<file path="config.mk">
export PLATFORM = sky130hd
export DESIGN_NAME = msd_div
export DESIGN_NICKNAME = d
export VERILOG_FILES = /design/src/hdl/msd_pkg.sv /design/src/hdl/msd_div.sv
export SDC_FILE = /design/constraint.sdc
export NUM_CORES = 1
export LEC_CHECK = 0
export BUFFER_PORTS_ARGS = -buffer_cell sky130_fd_sc_hd__buf_2
export CAP_MARGIN = 30
export CORE_MARGIN = 1
export CORE_UTILIZATION = 53
export DETAILED_ROUTE_END_ITERATION = 10
export HOLD_SLACK_MARGIN = 0.1
export PLACE_DENSITY = 0.81
export SYNTH_ARGS = -nofsm -noshare
export SYNTH_HDL_FRONTEND = slang
export SYNTH_SLANG_ARGS = --single-unit
export TNS_END_PERCENT = 10
</file>
<file path="constraint.sdc">
create_clock -name clk -period 3.1 [get_ports clk]
set_clock_uncertainty 0.15 [all_clocks]
set_input_delay 0.465 -clock clk [delete_from_list [all_inputs] [get_ports clk]]
set_output_delay 0.465 -clock clk [all_outputs]
set_load 0.03 [all_outputs]
</file>
<file path="src/hdl/msd_pkg.sv">
`default_nettype none
package msd_pkg;
	localparam int MAX_ATOMS  = 1024;
	localparam int MAX_STARTS = 16;
	localparam int SLOT_W     = 10;
	localparam int START_W    = 4;
	localparam int CNT_W      = 5;
	localparam int REF_AW     = SLOT_W + START_W;

	localparam logic [2:0] REG_BOX_X    = 3'd0;
	localparam logic [2:0] REG_BOX_Y    = 3'd1;
	localparam logic [2:0] REG_BOX_Z    = 3'd2;
	localparam logic [2:0] REG_GROUP    = 3'd3;
	localparam logic [2:0] REG_STARTS   = 3'd4;
	localparam logic [2:0] REG_INTERVAL = 3'd5;
	localparam logic [2:0] REG_LIMIT    = 3'd6;

	typedef struct packed {
		logic [SLOT_W-1:0]  atom_slot;
		logic signed [31:0] pos_x;
		logic signed [31:0] pos_y;
		logic signed [31:0] pos_z;
		logic [31:0]        frame_time;
		logic               frame_end;
	} atom_t;

	typedef struct packed {
		logic [START_W-1:0] start_index;
		logic [15:0]        lag_frames;
		logic [61:0]        msd_value;
		logic               last_result;
	} result_t;

	typedef struct packed {
		logic        start;
		logic [63:0] dividend;
		logic [10:0] divisor;
	} div_req_t;

	typedef struct packed {
		logic        busy;
		logic        done;
		logic [61:0] quotient;
	} div_rsp_t;

	function automatic logic [63:0] sat_add64(input logic [63:0] a, input logic [63:0] b);
		logic [64:0] s;
		s = {1'b0, a} + {1'b0, b};
		return s[64] ? '1 : s[63:0];
	endfunction
endpackage
`default_nettype wire

</file>
<file path="src/hdl/msd_div.sv">
`default_nettype none
// Restoring divider of a 64-bit dividend, one quotient bit per cycle.
module msd_div (
	input  wire               clk,
	input  wire               arst_n,
	input  msd_pkg::div_req_t req,
	output msd_pkg::div_rsp_t rsp
);
	import msd_pkg::*;

	logic [63:0] quo_q;
	logic [10:0] rem_q;
	logic [10:0] den_q;
	logic [6:0]  cnt_q;
	logic        busy_q;
	logic        done_q;
	logic [11:0] trial;

	assign trial = {rem_q, quo_q[63]} - {1'b0, den_q};

	always_ff @(posedge clk or negedge arst_n) begin
		if (!arst_n) begin
			busy_q <= 1'b0;
			done_q <= 1'b0;
			cnt_q  <= '0;
		end else begin
			done_q <= 1'b0;
			if (req.start) begin
				busy_q <= 1'b1;
				cnt_q  <= 7'd64;
			end else if (busy_q) begin
				cnt_q <= cnt_q - 7'd1;
				if (cnt_q == 7'd1) begin
					busy_q <= 1'b0;
					done_q <= 1'b1;
				end
			end
		end
	end

	always_ff @(posedge clk) begin
		if (req.start) begin
			quo_q <= req.dividend;
			rem_q <= '0;
			den_q <= (req.divisor == 11'd0) ? 11'd1 : req.divisor;
		end else if (busy_q) begin
			if (!trial[11]) begin
				rem_q <= trial[10:0];
				quo_q <= {quo_q[62:0], 1'b1};
			end else begin
				rem_q <= {rem_q[9:0], quo_q[63]};
				quo_q <= {quo_q[62:0], 1'b0};
			end
		end
	end

	assign rsp.busy     = busy_q;
	assign rsp.done     = done_q;
	assign rsp.quotient = (quo_q[63:62] != 2'b00) ? {62{1'b1}} : quo_q[61:0];

	a_done_pulse: assert property (@(posedge clk) disable iff (!arst_n)
		done_q |=> !done_q) else $error("divider done held");
	a_busy_end: assert property (@(posedge clk) disable iff (!arst_n)
		done_q |-> !busy_q) else $error("divider busy at done");
	a_count_live: assert property (@(posedge clk) disable iff (!arst_n)
		busy_q |-> cnt_q != 7'd0) else $error("divider counter empty while busy");
endmodule
`default_nettype wire

</file>
# After elaboration in Yosys (flattened, before gate mapping)
# Cells that the tools add are included.
[word_totals]
out_inout_bits = 64
in_bits = 78
ff_bits = 95
[classes]
n_addsub = 2
n_mux = 13
n_reduce_logical = 3
eq_ne = 1
[ops]
columns = ["operator", "count"]
rows = [
  ["64-bit 2-to-1 mux", 2],
  ["62-bit 2-to-1 mux", 1],
  ["7-bit 2-to-1 mux", 2],
  ["12-bit by 11-bit subtractor with 12-bit output", 1],
  ["11-bit zero test", 1],
  ["11-bit 2-to-1 mux", 1],
  ["7-bit by 1-bit == test with 1-bit output, second input constant", 1],
  ["1-bit 2-to-1 mux", 7],
  ["7-bit by 1-bit subtractor with 7-bit output, second input constant", 1],
  ["2-bit nonzero test", 2],
]

# Depth between registers and ports, before layout
# Gate-level depths: netlist of run 1.
[logic_depth]
ltp_word = 4
mapped_depth = 11
mapped_depth_nobuf = 10

# Least setup slack after synthesis of run 1
# OpenSTA, ideal clock, no wires.
[synth_path]
kind = "input to register"
from = "input req[75] (netlist name)"
to = "register quo_q[0], enable pin"
n_path_buf = 2
stages = 4
setup_ns = 0.418
arrival_ns = 2.491
slack_ns = 0.041
t_required_ns = 2.532
path_cell_list = "clkbuf_1 > clkbuf_1 > nor2_1 > inv_1"
[synth_between]
elab_chain_cells = 1
[synth_rtl]
columns = ["element", "line_no", "text"]
rows = [
  ["start: declaration", "msd_div.sv:6", "input msd_pkg::div_req_t req,"],
  ["2-bit nonzero test (no source line)", "--", ""],
  ["end signal: assignment", "msd_div.sv:43", "quo_q <= req.dividend;"],
  ["end signal: assignment", "msd_div.sv:49", "quo_q <= {quo_q[62:0], 1'b1};"],
  ["end signal: assignment", "msd_div.sv:52", "quo_q <= {quo_q[62:0], 1'b0};"],
  ["end: declaration", "msd_div.sv:11", "logic [63:0] quo_q;"],
]
# Every way passes these cells.
# A chain may end at the register's enable or synchronous reset.

# Worst setup path after layout of run 1
[layout_path]
from = "register quo_q[63]"
to = "register rem_q[10]"
[layout_between]
elab_chain_cells = 2
[layout_rtl]
columns = ["element", "line_no", "text"]
rows = [
  ["12-bit by 11-bit subtractor with 12-bit output", "msd_div.sv:19", "assign trial = {rem_q, quo_q[63]} - {1'b0, den_q};"],
  ["11-bit 2-to-1 mux", "msd_div.sv:47", "if (!trial[11]) begin"],
  ["end signal: assignment", "msd_div.sv:48", "rem_q <= trial[10:0];"],
  ["end signal: assignment", "msd_div.sv:51", "rem_q <= {rem_q[9:0], quo_q[63]};"],
  ["end: declaration", "msd_div.sv:12", "logic [10:0] rem_q;"],
]
# Every way passes these cells.

==> results of run 1 <==
per-layer routing:
layer / part of all wire / wire [um] / up-vias / GRT usage
li1: - / - / 1798 / -
met1: 0.43 / 4772 / 1761 / 0.2890
met3: 0.056 / 614 / 16 / 0.03830
met5: 0 / 0 / - / 0
met4: 0.015 / 170 / 0 / 0.09389
met2: 0.50 / 5492 / 129 / 0.3719
where the power goes:
part	switching (uW)	internal [uW]	total, uW	leakage [uW]
clock network	440	535	975	0.000113
logic	751	542	1290	0.00131
registers	153	1620	1770	0.000987
cell families after synthesis:
| logic type | Yosys count |
|---|---|
| flops | 95 |
| buf+inv | 57 |
| fa+ha+maj | 14 |
| mux | 63 |
| compound gates | 54 |
| xor+xnor | 14 |
| simple gates | 124 |
cells in the final DEF (no fill, tap or decap), types with 2 or more instances in the layout:
cell type,netlist,final
a311oi_1,4,4
a21o_1,3,3
dfxtp_1,11,11
buf_2,0,140
buf_4,2,7
o211ai_1,2,2
xor2_1,7,7
bufinv_16,0,3
or3_1,63,63
o2111ai_1,2,2
dfrtp_1,9,9
nor2b_1,2,2
xnor2_1,7,7
clkbuf_8,0,9
a211oi_1,4,4
o21ai_0,8,8
nor4_1,3,3
nand2b_1,3,3
o31ai_1,4,4
nor2_1,18,18
o21bai_1,2,2
ha_1,13,13
nor3_1,5,5
nand2_1,13,13
o21a_1,3,3
nand3_1,6,6
mux2_2,63,63
a21o_4,2,2
a21oi_1,12,12
and2_1,2,2
edfxtp_1,75,75
inv_1,19,18
nand3_2,4,4
metrics by stage:
| step | hold WS (ns) | std cells | utilization | worst slack [ns] |
|---|---|---|---|---|
| 2_1_floorplan | 0.01941 | 421 | - | 0.04149 |
| 3_3_place_gp | 0.1717 | 660 | 0.6317 | 0.5625 |
| 3_5_place_dp | 0.1778 | 660 | 0.6317 | 0.5174 |
| 4_1_cts | 0.1323 | 676 | 0.6581 | 0.4924 |
| 5_1_grt | 0.1225 | 676 | 0.6581 | 0.3257 |
| 6_report | 0.1457 | 676 | 0.6581 | 0.4376 |
flip-flops by register name, indices dropped and copies added, names as in the netlist:
name    count
rem_q      11
busy_q      1
quo_q      64
cnt_q       7
done_q      1
den_q      11
final timing paths:
path / end / cells past startpoint
worst max register to register: rem_q[10] / 10
min in group asynchronous: busy_q / 2
max in group asynchronous: done_q / 2
worst min-delay path: den_q[7] / 1
worst max-delay path: rem_q[10] / 10
worst min register to register: rem_q[7] / 2
area by class of cell:
type / instances / area share
repair buffers: 149 / 0.1288
well taps: 129 / 0.02654
multi-input cells: 269 / 0.3508
clock inverters: 5 / 0.01749
inverters: 19 / 0.01173
clock buffers: 10 / 0.02099
flip-flops and latches: 95 / 0.4436
critical path: stages, from the launching register on:
cell and delay [ns]:
edfxtp_1 0.41, inv_1 0.09, ha_1 0.16, inv_1 0.06
fa_1 0.40, a21oi_1 0.25, o2111ai_1 0.23, a311o_1 0.40
a21oi_1 0.18, xnor2_1 0.13, o211ai_1 0.09
==> metrics.cfg, run 1 <==
[final_layout]
drive_gt1_frac = 0.4351
num_antenna_cells = 0
multi_input_area_um2 = 2133
syn2layout_area_growth_pct = 19.91
seqCellArea_um2 = 2698
fillerInstances = 731
final_nets = 635
fin_area_um2 = 6081

[status]
status = completed

[synthesis]
netlist.area_leader.share = 0.4441
syn_inst = 421
synthTopCellsByCount = edfxtp_1 (75), mux2_2 (63), or3_1 (63)
synth_compound_area_frac = 0.08093
synthAdderAreaFrac = 0.03602
synthMuxAreaShare = 0.1399
synth_fp_nets = 513
ys.warnings.count = 0
yosys-top-cells-area = edfxtp_1 (44%), mux2_2 (14%), or3_1 (7.8%), dfrtp_1 (4.4%), dfxtp_1 (4.3%)
synth_top_family_by_area = multiplexers
ys_seq_area_frac = 0.5320
synthFlopType = edfxtp_1
synth-edff-count = 75
netlist_area_um2 = 5071
ys_types = 48
yosys.area_share.simple = 0.1396
postSynthAreaPerCell_um2 = 12.05
synth_top_area_cell = edfxtp_1
synth-async-reset-ratio = 0.09474
synth_seq_cells = 95
synth-xor-area-share = 0.02418
synth.most_common_cell = edfxtp_1

[timing]
max_freq_mhz = 375.6
setup_viol = 0
rsz0062_at_grt = no
tns_ns = 0
tightest_slew_ns = 0.8276
drv_slew = 0
period_needed_ns = 2.662
finalHoldViolCount = 0
relSlewSlack = 0.4483
fin_crit_sh = 0.8588

[cts]
postCtsSetupBuffers = 0
root_buffer = clkbuf_8
cts_resized = 0
cts_max_level = 3
clock_sinks = 95
path_clk_slew_ns = 0.09
cts_inserted_buffers = 9
clockBufferDepth = 2
cts-hold-fix-buffers = 1
cts_tree = built
clk_latency_ns = 0.35

[worst_setup_path]
cp.required_ns = 3.19
start_kind = register
criticalPathCategory = register to register
startpoint = quo_q[63]
rrSetupSlack_ns = 0.44
arrival_ns = 2.75
critPathMaxFanout = 3
critPathCaptureType = register
worstReg2RegStart = quo_q[63]

[power_and_ir_drop]
finalPower_uw = 4041
vdd_drop_max_mv = 0.3050
leakage_uw = 0.002414
powerDensity_nw_per_um2 = 664.6

[grt]
grt_max_degree = 65
grt_usage = 0.2231
antenna_found_initial = 0
grt_pass1_vias = 3497
grt_overflow_total = 0
grt_pass1_wl_mm = 17.14

[routing]
viasPerCell = 5.479
wl_mm = 11.05
drt_iter0_markers = 142
wl_per_cell_um = 16.34
postRouteAntennaNets = 0
dr_total_vias = 3704
drc_errors = 0
dr.pass1.iters = 4

[placement]
io_buffers = 141
gp_congestion = 0.8002
hpwl_mm = 7.780
placed_area_um2 = 5837

[floorplan]
die_w_um = 99.82
num_rows = 35
core_area_um2 = 9240
start_util = 0.5488
die-area_um2 = 9963
ios = 142
fp.dieH_um = 99.82

[run]
cap_violations = 0

[min_path]
hp-class = input pin to register
min_from = req[7]

(Power assumes the default switching activity.)
==> run 2: changes to the inputs <==
--- a/config.mk
+++ b/config.mk
@@ -8,10 +8,11 @@
 export BUFFER_PORTS_ARGS = -buffer_cell sky130_fd_sc_hd__buf_2
 export CAP_MARGIN = 30
 export CORE_MARGIN = 1
-export CORE_UTILIZATION = 53
+export CORE_UTILIZATION = 35
 export DETAILED_ROUTE_END_ITERATION = 10
+export GPL_TIMING_DRIVEN = 0
 export HOLD_SLACK_MARGIN = 0.1
-export PLACE_DENSITY = 0.81
+export PLACE_DENSITY = 0.57
 export SYNTH_ARGS = -nofsm -noshare
 export SYNTH_HDL_FRONTEND = slang
 export SYNTH_SLANG_ARGS = --single-unit
==> run 2 against run 1 <==
Non-clock buffer count increased by 30. Die area grew 50%. Largest power group unchanged. Critical endpoint unchanged. Global-route usage down 5.7 points. Largest cell class unchanged.
==> metrics.cfg, run 2 (synthesis results as in run 1) <==
[final_layout]
syn2layout_area_growth_pct = 25.31
seqCellArea_um2 = 2698
regMostFlops = quo_q
final_nets = 665
top_regs = quo_q (64), den_q (11), rem_q (11)
fillerInstances = 1316
multi_input_area_um2 = 2143
mostFrequentLayoutCell = buf_2
largest_register_ffs = 64
num_antenna_cells = 0
final_cell_mix = buf_2 (141), edfxtp_1 (75), mux2_2 (63), or3_1 (63), clkbuf_1 (29)
drive_gt1_frac = 0.4135
instances_no_fill = 758

[power_and_ir_drop]
finalPower_uw = 4310
powerDensity_nw_per_um2 = 678.2
leakage_uw = 0.002497
vdd_drop_max_mv = 0.2954

[routing]
wl_mm = 12.21
dr.pass1.iters = 4
dr_total_vias = 3748
viasPerCell = 4.945
drt_iter0_markers = 303
postRouteAntennaNets = 0
drc_errors = 0
wl_per_cell_um = 16.10

[timing]
tightest_slew_ns = 0.5736
period_needed_ns = 2.923
finalHoldViolCount = 0
drv_slew = 0
relSlewSlack = 0.6176
rsz0062_at_grt = no
fin_crit_sh = 0.9428
setup_viol = 0
max_freq_mhz = 342.1
hold_ws_ns = 0.2345

[placement]
hpwl_mm = 9.175
gp_congestion = 0.7807
io_buffers = 141
place_inst = 743

[cts]
cts_inserted_buffers = 9
cts_tree = built
clk_latency_ns = 0.34
root_buffer = clkbuf_16
path_clk_slew_ns = 0.07
cts_max_level = 3
clockBufferDepth = 2
clock_sinks = 95
postCtsSetupBuffers = 0

[min_path]
hp-class = input pin to register

[floorplan]
core_area_um2 = 13990
start_util = 0.3625
num_rows = 43
die-area_um2 = 14970
ios = 142
die_w_um = 122.4
fp.dieH_um = 122.4

[grt]
grt_overflow_total = 0
grt_pass1_vias = 3660
grt_max_degree = 43
met2_usage = 0.2721
antenna_found_initial = 0
grt_pass1_wl_mm = 18.89
gr-usage-met3 = 0.03113
met1_usage = 0.2158
grt-busiest-layer = met2
grt_usage = 0.1660

[run]
cap_violations = 0

[worst_setup_path]
cpPeakStageDelay_ns = 0.56
critPathMaxFanout = 9
crit_buf_inv = 2
criticalPathCategory = register to register
cp_common_cell = inv_1
arrival_ns = 3.00
critPathCaptureType = register
cp.required_ns = 3.18
crit_chain = inv_1 -> ha_1 -> inv_1 -> fa_1 -> a21oi_2 -> o2111ai_2 -> a311o_1 -> a21oi_1 -> xnor2_1 -> o211ai_1
critical-path-slowest-cell = edfxtp_1
start_kind = register
critPathTopFamily = compound AO/OA/AOI/OAI gates

[status]
status = completed

run 2: cell types whose count changed in the layout (fill, tap and decap cells not counted), sizes merged:
cell,change
clkbuf,+28
clkinv,+4
buf,+1
bufinv,-1
clkinvlp,-1
run 2: per-stage QoR:
step	area [um2]	util	TNS, ns	worst slack, ns
final	6355	0.4543	0	0.1772
after global routing	6355	0.4543	0	0.001040
after CTS	6352	0.4541	0	0.03214
after detailed placement	6022	0.4305	-14.76	-0.3275
after global placement	6002	0.4291	-88.42	-1.383
after floorplan	5071	-	0	0.04149
run 2: final timing paths:
kind / to / slack (ns) / startpoint / cells past startpoint
min in group asynchronous: cnt_q[5] / 0.35 / arst_n / 2
hold reg to reg: rem_q[6] / 0.35 / rem_q[5] / 2
setup reg to reg: rem_q[10] / 0.18 / quo_q[63] / 10
max in group asynchronous: cnt_q[1] / 2.27 / arst_n / 2
hold / removal: den_q[0] / 0.23 / req[0] / 2
setup / recovery: rem_q[10] / 0.18 / quo_q[63] / 10
run 2: layout make-up:
class,instances,share of cell area
flip-flops and latches,95,0.4245
inverters,19,0.01122
repair buffers,143,0.1158
multi-input cells,269,0.3373
clock buffers,9,0.03544
clock inverters,7,0.01496
well taps,180,0.03544
plain buffers,36,0.02540
run 2: power by group:
group	switching, uW	total, uW	internal (uW)	leakage, uW
logic	767	1330	564	0.00135
clock network	491	1200	709	0.000157
registers	156	1780	1620	0.000987
total	1410	4310	2900	0.00250
run 2: repair_timing:
action                                  in CTS  in global routing
endpoints found under the setup margin       0                 45
hold endpoints to repair                     9                  0
hold buffers                                 1                  0
gates resized for setup                      0                  2
run 2: routing by layer:
metal / vias up / wire length (um)
li1: 1855 / -
met1: 1772 / 5487
met2: 106 / 5838
met3: 15 / 659
met4: 0 / 222
met5: - / 0
